--- src/mcr_pkg.sv ---
// shared constants and types of the midpoint circle rasterizer
package mcr_pkg;

  localparam int RADIUS_BITS = 10;
  localparam int DEC_BITS    = RADIUS_BITS + 4;
  localparam int CENTRE_BITS = 11;
  localparam int COORD_BITS  = 13;
  localparam int SET_POINTS  = 8;
  localparam int CNT_BITS    = $clog2(SET_POINTS);

  localparam logic FUNC_START = 1'b0;
  localparam logic FUNC_STEP  = 1'b1;

  localparam logic [CNT_BITS-1:0] LAST_POINT = CNT_BITS'(SET_POINTS - 1);

  typedef logic [CENTRE_BITS-1:0]       centre_t;
  typedef logic [RADIUS_BITS-1:0]       offset_t;
  typedef logic [DEC_BITS-1:0]          dec_t;
  typedef logic [COORD_BITS-1:0]        ucoord_t;
  typedef logic signed [COORD_BITS-1:0] coord_t;
  typedef logic [CNT_BITS-1:0]          cnt_t;

  // one octant point and its centre, mirrored eight ways by the emitter
  typedef struct packed {
    centre_t cx;
    centre_t cy;
    offset_t ox;
    offset_t oy;
    logic    is_last;
  } mcr_set_t;

endpackage

--- src/mcr_if.sv ---
// valid/ready channels of the circle rasterizer
interface mcr_in_if;
  logic                          valid;
  logic                          ready;
  logic                          func;
  logic [mcr_pkg::CENTRE_BITS-1:0] center_x;
  logic [mcr_pkg::CENTRE_BITS-1:0] center_y;
  logic [9:0]                    radius;

  modport source (output valid, func, center_x, center_y, radius, input ready);
  modport sink   (input valid, func, center_x, center_y, radius, output ready);
endinterface

interface mcr_out_if;
  logic                                 valid;
  logic                                 ready;
  logic signed [mcr_pkg::COORD_BITS-1:0] point_x;
  logic signed [mcr_pkg::COORD_BITS-1:0] point_y;
  logic                                 last;

  modport source (output valid, point_x, point_y, last, input ready);
  modport sink   (input valid, point_x, point_y, last, output ready);
endinterface

--- src/mcr_core.sv ---
// circle state registers, decision update and end-of-circle look-ahead
module mcr_core (
  input  logic              clk,
  input  logic              rst_n,
  input  logic              acc,
  input  logic              func,
  input  mcr_pkg::centre_t  cx_in,
  input  mcr_pkg::centre_t  cy_in,
  input  mcr_pkg::offset_t  r_in,
  output logic              set_load,
  output mcr_pkg::mcr_set_t set_data
);

  typedef struct packed {
    logic [mcr_pkg::RADIUS_BITS:0]          nx;
    logic signed [mcr_pkg::RADIUS_BITS+1:0] ny;
    mcr_pkg::dec_t                          nd;
  } adv_t;

  function automatic adv_t advance(mcr_pkg::offset_t x, mcr_pkg::offset_t y,
                                   mcr_pkg::dec_t d);
    adv_t          a;
    mcr_pkg::dec_t x4;
    mcr_pkg::dec_t y4;
    x4 = mcr_pkg::dec_t'({x, 2'b00});
    y4 = mcr_pkg::dec_t'({y, 2'b00});
    a.nx = {1'b0, x} + 1'b1;
    if (d[mcr_pkg::DEC_BITS-1]) begin
      a.nd = d + x4 + mcr_pkg::dec_t'(6);
      a.ny = $signed({2'b00, y});
    end else begin
      a.nd = d + (x4 - y4) + mcr_pkg::dec_t'(10);
      a.ny = $signed({2'b00, y} - 1'b1);
    end
    return a;
  endfunction

  mcr_pkg::centre_t cx_r, cy_r;
  mcr_pkg::offset_t ox_r, oy_r;
  mcr_pkg::dec_t    dec_r;
  logic             running_r;

  mcr_pkg::offset_t ox_nxt, oy_nxt;
  mcr_pkg::dec_t    dec_nxt;
  mcr_pkg::centre_t cx_nxt, cy_nxt;
  adv_t             step_a;
  adv_t             look_a;
  logic             is_start;
  logic             is_last;

  assign is_start = (func == mcr_pkg::FUNC_START);
  assign step_a   = advance(ox_r, oy_r, dec_r);

  always_comb begin
    if (is_start) begin
      ox_nxt  = '0;
      oy_nxt  = r_in;
      dec_nxt = mcr_pkg::dec_t'(3) - mcr_pkg::dec_t'({r_in, 1'b0});
      cx_nxt  = cx_in;
      cy_nxt  = cy_in;
    end else begin
      ox_nxt  = step_a.nx[mcr_pkg::RADIUS_BITS-1:0];
      oy_nxt  = step_a.ny[mcr_pkg::RADIUS_BITS-1:0];
      dec_nxt = step_a.nd;
      cx_nxt  = cx_r;
      cy_nxt  = cy_r;
    end
  end

  // the set is final when the following offset would cross the diagonal
  assign look_a  = advance(ox_nxt, oy_nxt, dec_nxt);
  assign is_last = look_a.ny < $signed({1'b0, look_a.nx});

  // a step while idle is taken and dropped
  assign set_load = acc && (is_start || running_r);

  assign set_data.cx      = cx_nxt;
  assign set_data.cy      = cy_nxt;
  assign set_data.ox      = ox_nxt;
  assign set_data.oy      = oy_nxt;
  assign set_data.is_last = is_last;

  always_ff @(posedge clk) begin
    if (!rst_n) begin
      running_r <= 1'b0;
      cx_r      <= '0;
      cy_r      <= '0;
      ox_r      <= '0;
      oy_r      <= '0;
      dec_r     <= '0;
    end else if (set_load) begin
      running_r <= !is_last;
      cx_r      <= cx_nxt;
      cy_r      <= cy_nxt;
      ox_r      <= ox_nxt;
      oy_r      <= oy_nxt;
      dec_r     <= dec_nxt;
    end
  end

endmodule

--- src/mcr_emit.sv ---
// set register and eight-way mirror sequencer feeding the point channel
module mcr_emit (
  input  logic              clk,
  input  logic              rst_n,
  input  logic              set_load,
  input  mcr_pkg::mcr_set_t set_data,
  input  logic              out_ready,
  output logic              take_ok,
  output logic              out_valid,
  output mcr_pkg::coord_t   point_x,
  output mcr_pkg::coord_t   point_y,
  output logic              last
);

  mcr_pkg::mcr_set_t set_r;
  logic              set_valid_r;
  mcr_pkg::cnt_t     cnt_r;

  mcr_pkg::offset_t  a, b;
  mcr_pkg::ucoord_t  cx, cy, ea, eb;
  logic              at_end;
  logic              out_acc;

  assign at_end  = (cnt_r == mcr_pkg::LAST_POINT);
  assign out_acc = set_valid_r && out_ready;
  // next set may load while the eighth word of this one is taken
  assign take_ok = !set_valid_r || (at_end && out_ready);

  // point order: x/y pairs first, then swapped pairs; bit1 negates x, bit0 y
  always_comb begin
    a  = cnt_r[2] ? set_r.oy : set_r.ox;
    b  = cnt_r[2] ? set_r.ox : set_r.oy;
    cx = mcr_pkg::ucoord_t'(set_r.cx);
    cy = mcr_pkg::ucoord_t'(set_r.cy);
    ea = mcr_pkg::ucoord_t'(a);
    eb = mcr_pkg::ucoord_t'(b);
  end

  assign point_x   = cnt_r[1] ? $signed(cx - ea) : $signed(cx + ea);
  assign point_y   = cnt_r[0] ? $signed(cy - eb) : $signed(cy + eb);
  assign last      = set_r.is_last && at_end;
  assign out_valid = set_valid_r;

  always_ff @(posedge clk) begin
    if (!rst_n) begin
      set_valid_r <= 1'b0;
      cnt_r       <= '0;
    end else if (set_load) begin
      set_valid_r <= 1'b1;
      cnt_r       <= '0;
    end else if (out_acc) begin
      if (at_end) begin
        set_valid_r <= 1'b0;
      end
      cnt_r <= cnt_r + 1'b1;
    end
  end

  always_ff @(posedge clk) begin
    if (set_load) begin
      set_r <= set_data;
    end
  end

endmodule

--- src/midpoint_circle_rasterizer_top.sv ---
// top level of the midpoint circle rasterizer
// Each accepted word either starts a circle (centre and radius) or advances it by one
// octant step; a start or a step on a running circle yields eight mirrored points, one per
// cycle unless the output stalls, the last of a circle flagged by last, while a step on an
// idle block yields nothing. The point sequencer sets the pace: an item that yields points
// is accepted in the cycle its predecessor's eighth point leaves, or at once when no points
// are pending; an item that yields nothing is accepted under the same condition and dropped.
module midpoint_circle_rasterizer_top (
  input logic      clk,
  input logic      rst_n,
  mcr_in_if.sink   in_ch,
  mcr_out_if.source out_ch
);

  logic              acc;
  logic              take_ok;
  logic              set_load;
  mcr_pkg::mcr_set_t set_data;

  assign in_ch.ready = take_ok;
  assign acc         = in_ch.valid && take_ok;

  mcr_core u_core (
    .clk      (clk),
    .rst_n    (rst_n),
    .acc      (acc),
    .func     (in_ch.func),
    .cx_in    (in_ch.center_x),
    .cy_in    (in_ch.center_y),
    .r_in     (mcr_pkg::offset_t'(in_ch.radius)),
    .set_load (set_load),
    .set_data (set_data)
  );

  mcr_emit u_emit (
    .clk       (clk),
    .rst_n     (rst_n),
    .set_load  (set_load),
    .set_data  (set_data),
    .out_ready (out_ch.ready),
    .take_ok   (take_ok),
    .out_valid (out_ch.valid),
    .point_x   (out_ch.point_x),
    .point_y   (out_ch.point_y),
    .last      (out_ch.last)
  );

endmodule

--- src/flat_wrapper.sv ---
// flat-port wrapper written by rule: the top's interface ports become plain ports
module midpoint_circle_rasterizer_top_flat 
  (clk, rst_n, in_ch_valid, in_ch_func, in_ch_center_x, in_ch_center_y, in_ch_radius, in_ch_ready, out_ch_valid, out_ch_point_x, out_ch_point_y, out_ch_last, out_ch_ready);
  mcr_in_if in_ch_i ();
  mcr_out_if out_ch_i ();
  input logic clk;
  input logic rst_n;
  input wire logic [$bits(in_ch_i.valid)-1:0] in_ch_valid;
  input wire logic [$bits(in_ch_i.func)-1:0] in_ch_func;
  input wire logic [$bits(in_ch_i.center_x)-1:0] in_ch_center_x;
  input wire logic [$bits(in_ch_i.center_y)-1:0] in_ch_center_y;
  input wire logic [$bits(in_ch_i.radius)-1:0] in_ch_radius;
  output wire logic [$bits(in_ch_i.ready)-1:0] in_ch_ready;
  output wire logic [$bits(out_ch_i.valid)-1:0] out_ch_valid;
  output wire logic [$bits(out_ch_i.point_x)-1:0] out_ch_point_x;
  output wire logic [$bits(out_ch_i.point_y)-1:0] out_ch_point_y;
  output wire logic [$bits(out_ch_i.last)-1:0] out_ch_last;
  input wire logic [$bits(out_ch_i.ready)-1:0] out_ch_ready;
  assign in_ch_i.valid = in_ch_valid;
  assign in_ch_i.func = in_ch_func;
  assign in_ch_i.center_x = in_ch_center_x;
  assign in_ch_i.center_y = in_ch_center_y;
  assign in_ch_i.radius = in_ch_radius;
  assign in_ch_ready = in_ch_i.ready;
  assign out_ch_valid = out_ch_i.valid;
  assign out_ch_point_x = out_ch_i.point_x;
  assign out_ch_point_y = out_ch_i.point_y;
  assign out_ch_last = out_ch_i.last;
  assign out_ch_i.ready = out_ch_ready;
  midpoint_circle_rasterizer_top u_core (.clk(clk), .rst_n(rst_n), .in_ch(in_ch_i), .out_ch(out_ch_i));
endmodule
--- config.mk ---
export PLATFORM = sky130hd
export DESIGN_NAME = midpoint_circle_rasterizer_top_flat
export DESIGN_NICKNAME = d
export VERILOG_FILES = /design/src/mcr_pkg.sv /design/src/mcr_if.sv /design/src/mcr_core.sv /design/src/mcr_emit.sv /design/src/midpoint_circle_rasterizer_top.sv /design/src/flat_wrapper.sv
export SDC_FILE = /design/constraint.sdc
export NUM_CORES = 1
export LEC_CHECK = 0
export BUFFER_PORTS_ARGS = -buffer_cell sky130_fd_sc_hd__buf_2
export CAP_MARGIN = 10
export CORE_MARGIN = 4
export CORE_UTILIZATION = 55
export DETAILED_ROUTE_END_ITERATION = 6
export GPL_TIMING_DRIVEN = 0
export HOLD_SLACK_MARGIN = 0.03
export MAX_ROUTING_LAYER = met4
export PLACE_DENSITY_LB_ADDON = 0.12
export SLEW_MARGIN = 20
export SYNTH_ARGS = -nofsm -noshare
export SYNTH_HDL_FRONTEND = slang
export SYNTH_SLANG_ARGS = --single-unit
--- constraint.sdc ---
create_clock -name clk -period 13.1 [get_ports clk]
set_clock_uncertainty 0.15 [all_clocks]
set_input_delay 0.655 -clock clk [delete_from_list [all_inputs] [get_ports clk]]
set_output_delay 0.655 -clock clk [all_outputs]
set_load 0.01 [all_outputs]
Yosys cells after proc, flatten, opt, wreduce, memory -nomap -nowiden

Cells that the tools add are included.

Register bits: 104
Input bits: 37
Output and inout port bits: 29
Word-level logic and storage cells: 64

Add/sub/neg operators: 20
Order comparisons: 1
Equal/unequal tests: 1
Mux-type cells: 14
Bitwise logic cells: 2
Reduce and logical (&&, ||, !) cells: 13

Operators with widths:

| cell                    | count |
|---|---|
| $mux W10                | 4 |
| $add A14 B12 Y14        | 2 |
| $add A14 B14 Y14        | 2 |
| $add A14 B3 Y14 const B | 2 |
| $add A14 B4 Y14 const B | 2 |
| $mux W13                | 2 |
| $mux W26                | 1 |
| $sub A12 B12 Y13        | 2 |
| $add A11 B10 Y12        | 2 |
| $mux W24                | 1 |
| $sub A11 B10 Y12        | 2 |
| $mux W11                | 2 |
| $mux W14                | 1 |
| $lt A12 B12 Y1          | 1 |
| $sub A2 B11 Y12 const A | 1 |
| $add A10 B1 Y11 const B | 1 |
| $sub A10 B1 Y11 const B | 1 |
| $add A10 B1 Y10 const B | 1 |
| $sub A10 B1 Y10 const B | 1 |
| $logic_and A1 B1 Y1     | 5 |
| $reduce_bool A2 Y1      | 2 |
| $add A3 B1 Y3 const B   | 1 |
| $eq A3 B3 Y1 const B    | 1 |
| $mux W1                 | 3 |
| other kinds (5)         | 8 |

Longest topological paths before layout

Depth in word-level cells: 11
Depth in mapped cells: 31
Mapped depth without buffers: 30

Hierarchy

From an unflattened synthesis, not the netlist that was laid out.

Cell total of the unflattened synthesis: 1102
Area, all modules: 9291.4 sq um

Modules (own cells, without submodules):

| module                         | times used | cells each | area an instance (sq um) | sequential area each (sq um) |
|---|---|---|---|---|
| mcr_core                       | 1          | 703        | 5418.9                   | 1121.1 |
| mcr_emit                       | 1          | 398        | 3866.2                   | 1371.3 |
| midpoint_circle_rasterizer_top | 1          | 1          | 6.3                      | 0.0 |

Worst setup path before layout

OpenSTA, ideal clock, no wires.

Path type: register to register
Start point: reg u_core.u_core.oy_r[1]
End point: reg u_core.u_emit.set_r[0] in the netlist's numbering, data pin
Library setup time: 129 ps
Arrival: 5299 ps
Data required time: 12821 ps
Path slack: 7523 ps
Stages on the path, launching flop included: 30
Clock period less this slack: 5577 ps
Cell sequence: dfxtp_1 inv_1 ha_1 a21oi_1 o21ai_0 a21o_1 a21o_1 a31o_2 a2111oi_0 nand3b_1 ha_1 ha_1 nand3_1 a21o_1 o21ai_1 a21oi_2 xnor3_1 o31a_1 buf_2 nand3b_1 xnor2_1 ha_1 a211oi_1 nor2_1 o21ai_0 nand2b_1 a21oi_1 nand3_1 a21boi_1 or3_1

RTL lines:

| element                | RTL line       | text |
|---|---|---|
| from (decl)            | mcr_core.sv:39 | `mcr_pkg::offset_t ox_r, oy_r;` |
| from (signal assigned) | mcr_core.sv:96 | `oy_r <= oy_nxt;` |
| to (signal assigned)   | mcr_emit.sv:61 | `set_r <= set_data;` |
| to (decl)              | mcr_emit.sv:15 | `mcr_pkg::mcr_set_t set_r;` |

==> impl_results.md <==
* Status: finished, final reports clean
* Final Total Pwr at 1.039 mW
* Netlist Area Pre-Place at 8812 um2
* Die height at 134.6 um
* CP max FO at 10
* Final Slew Violations at 0
* Cell variety after synth at 59
* Hold crit path type: register to register
* Site row count at 46
* CP peak stage delay at 0.57 ns
* Top-area cell type share of the netlist area at 15.48%
* Most common flop cell mapped by yosys: dfxtp_1
* Final Hold Viols at 0
* Most frequent cells in the layout: nand2_1 (128), ha_1 (109), inv_1 (81)
* Routability cong. at 0.9263
* CP dominant cell by count: ha_1
* Reg clk slew, reported paths at 0.08 ns
* CTS Hold Bufs at 0
* Actual slew at the worst max-slew pin at 0.7089 ns
* CTS Sinks at 103
* Largest area contributor in the netlist: ha_1
* Bufs and invs on worst path at 2
* GRT Overall Usage at 25.03%
* Final Cell Area at 9698 um2
* Cell family with most CP delay: compound AO/OA/AOI/OAI gates
* Clk buf depth at 2
* Core ar. at 15770 um2
* Largest net degree at the start of global routing at 53
* CP max-delay cell: dfxtp_1
* Worst Reg-to-Reg Cells at 28
* DRT Pass-1 Iters at 5
* Post-synth EDFFs at 43
* Area Growth Syn to Fin at 10.05%
* Share of cells above drive strength 1 at 10.77%
* Seq/Total Area, Yosys at 28.28%
* Worst-Skew Late Latency at 0.36 ns
* Clock root cell: clkbuf_16
* Post-route ant nets at 0
* I/O pin count at 66
* MaxCap Viol Count at 0
* Arr. time, crit path at 6.48 ns
* Type of origin of the critical path: register
* Most common cell after layout, fill and taps aside: nand2_1
* DRT Wirelength at 21790 um
* Post-route minimum period at 6.403 ns
* Initial antenna violation count at 0
* Total grt overflow at 0
* Syn_nets at 1195
* Drt via density at 5.627
* TritonCTS Buffers at 9
* Setup bufs post-CTS at 0
* Global-route wire length before repair at 35300 um
* #FFs+latches synth at 103
* Worst hold margin at 0.3137 ns
* Max Freq at 156.2 MHz
* Critical setup path kind: register to register
* Die footprint at 18110 um2
* Port Buffers at 65
* RSZ-0062 raised after global routing: false
* Reg-to-Reg End: u_core.u_emit.set_r[0]$_DFFE_PP_
* Max VDD drop at 0.06667 mV
* H-tree Lvls at 3
* Worst hold path startpoint: u_core.u_core.cy_r[4]$_SDFFE_PN0P_
* PostCTS Resize Cnt at 0
* DR DRC count at 0
* CTS tree: yes
* Vias in the first global route at 6978
* WL/cell at 16.28 um
* Hold EP: u_core.u_core.cy_r[4]$_SDFFE_PN0P_
* Fin crit share at 48.87%
* R2r setup slk at 6.70 ns
* Final Core Density at 61.50%
* Async SR Flop Fraction at 0%
* Placement Cell Area at 9412 um2
* Avg Inst Size Synth at 8.457 um2
* Gate Count Post-Synth at 1042
* DP HPWL at 17390 um
* Initial Util at 55.88%
* Leakage at 4.135 nW
* Setup tns final at 0 ns
* Setup Viol. Count Final at 0
* Yosys warnings at 0
* RR Startpoint: u_core.u_core.ox_r[2]$_SDFFE_PN0P_
* Hold path cells at 2
* Die Wd at 134.6 um
* Initial DRC Count at 521
* Endpoint type of the worst setup path: register
* Detailed-route via count at 7535
* # diodes at 0
* Nets at 1271
* CP required at 13.18 ns
* PD cells at 107.2 nW/um2
* Ranking of synthesized cells by area: ha_1 (15%), edfxtp_1 (15%), dfxtp_1 (14%), nand2_1 (5.5%), xnor2_1 (5.4%)
* Slew margin rel. at 52.31%
flip-flops by register name, summed over array words and instances (netlist names):
signal and flops:
u_core.u_core.cy_r 11, u_core.u_core.cx_r 11, u_core.u_core.running_r 1, u_core.u_emit.set_r 21, u_core.u_core.oy_r 10, u_core.u_core.dec_r 13, u_core.u_emit.cy 11, u_core.u_core.ox_r 10
u_core.u_emit.cx 11, u_core.u_emit.out_valid 1, u_core.u_emit.cnt_r 3
area by class of cell:
cell class	count	area, um2
Timing Repair Buffer	65	325.3
Multi-Input combinational cell	812	5836
Sequential cell	103	2492
Clock buffer	9	225.2
Buffer	45	180.2
Clock inverter	7	61.31
Tap cell	216	270.3
Fill cell	1498	6072
Inverter	82	307.8
cells by family (layout without fill, tap and decap cells):
logic type	Yosys count	in the layout	synth area share, %
simple gates	324	324	17.29
compound gates	248	248	18.34
fa+ha+maj	116	116	17.07
flops	103	103	28.28
buf+inv	127	208	5.495
xor+xnor	75	75	7.610
mux	49	49	5.907
stage by stage:
| step | worst slack, ns | cells |
|---|---|---|
| after floorplan | 7.523 | 1042 |
| after global placement | 6.815 | 1323 |
| after detailed placement | 6.743 | 1323 |
| after CTS | 6.735 | 1339 |
| after global routing | 6.206 | 1339 |
| final | 6.697 | 1339 |
tightest hold or removal path: stages, from the launching register on:
cell,delay [ns]
dfxtp_1,0.31
nand2_1,0.05
a21boi_0,0.06
layer usage:
layer	vias to the layer above	GRT usage, %	share of wire, %
li1	3809	-	-
met1	3481	32.96	46
met2	205	39.89	46
met3	40	3.092	4.3
met4	0	9.276	3.3
met5	-	-	0
where the power goes:
part / leakage (nW) / total, mW / internal, mW / switching, mW
Clock: 0.145 / 0.265 / 0.134 / 0.132
Sequential: 0.898 / 0.375 / 0.359 / 0.0165
Combinational: 3.09 / 0.399 / 0.170 / 0.229
Yosys cell counts (all sizes together), types with 31 or more instances:
cell    count
a21boi     49
a21oi      66
clkbuf     35
dfxtp      60
edfxtp     43
ha        109
inv        81
nand2     128
nand3      31
nor2       55
o21ai      52
xnor2      54
worst max path at each step:
stage                                       start                                to  slack [ns]  depth (start not counted)
3_3_place_gp   u_core.u_core.ox_r[1]$_SDFFE_PN0P_  u_core.u_emit.set_r[0]$_DFFE_PP_        6.81                         28
2_1_floorplan  u_core.u_core.oy_r[1]$_SDFFE_PN0P_  u_core.u_emit.set_r[0]$_DFFE_PP_        7.52                         29
6_report       u_core.u_core.ox_r[2]$_SDFFE_PN0P_  u_core.u_emit.set_r[0]$_DFFE_PP_        6.70                         28
3_5_place_dp   u_core.u_core.ox_r[2]$_SDFFE_PN0P_  u_core.u_emit.set_r[0]$_DFFE_PP_        6.74                         28
5_1_grt        u_core.u_core.ox_r[1]$_SDFFE_PN0P_  u_core.u_emit.set_r[0]$_DFFE_PP_        6.21                         28
4_1_cts        u_core.u_core.ox_r[1]$_SDFFE_PN0P_  u_core.u_emit.set_r[0]$_DFFE_PP_        6.74                         28
(Power assumes the default switching activity.)
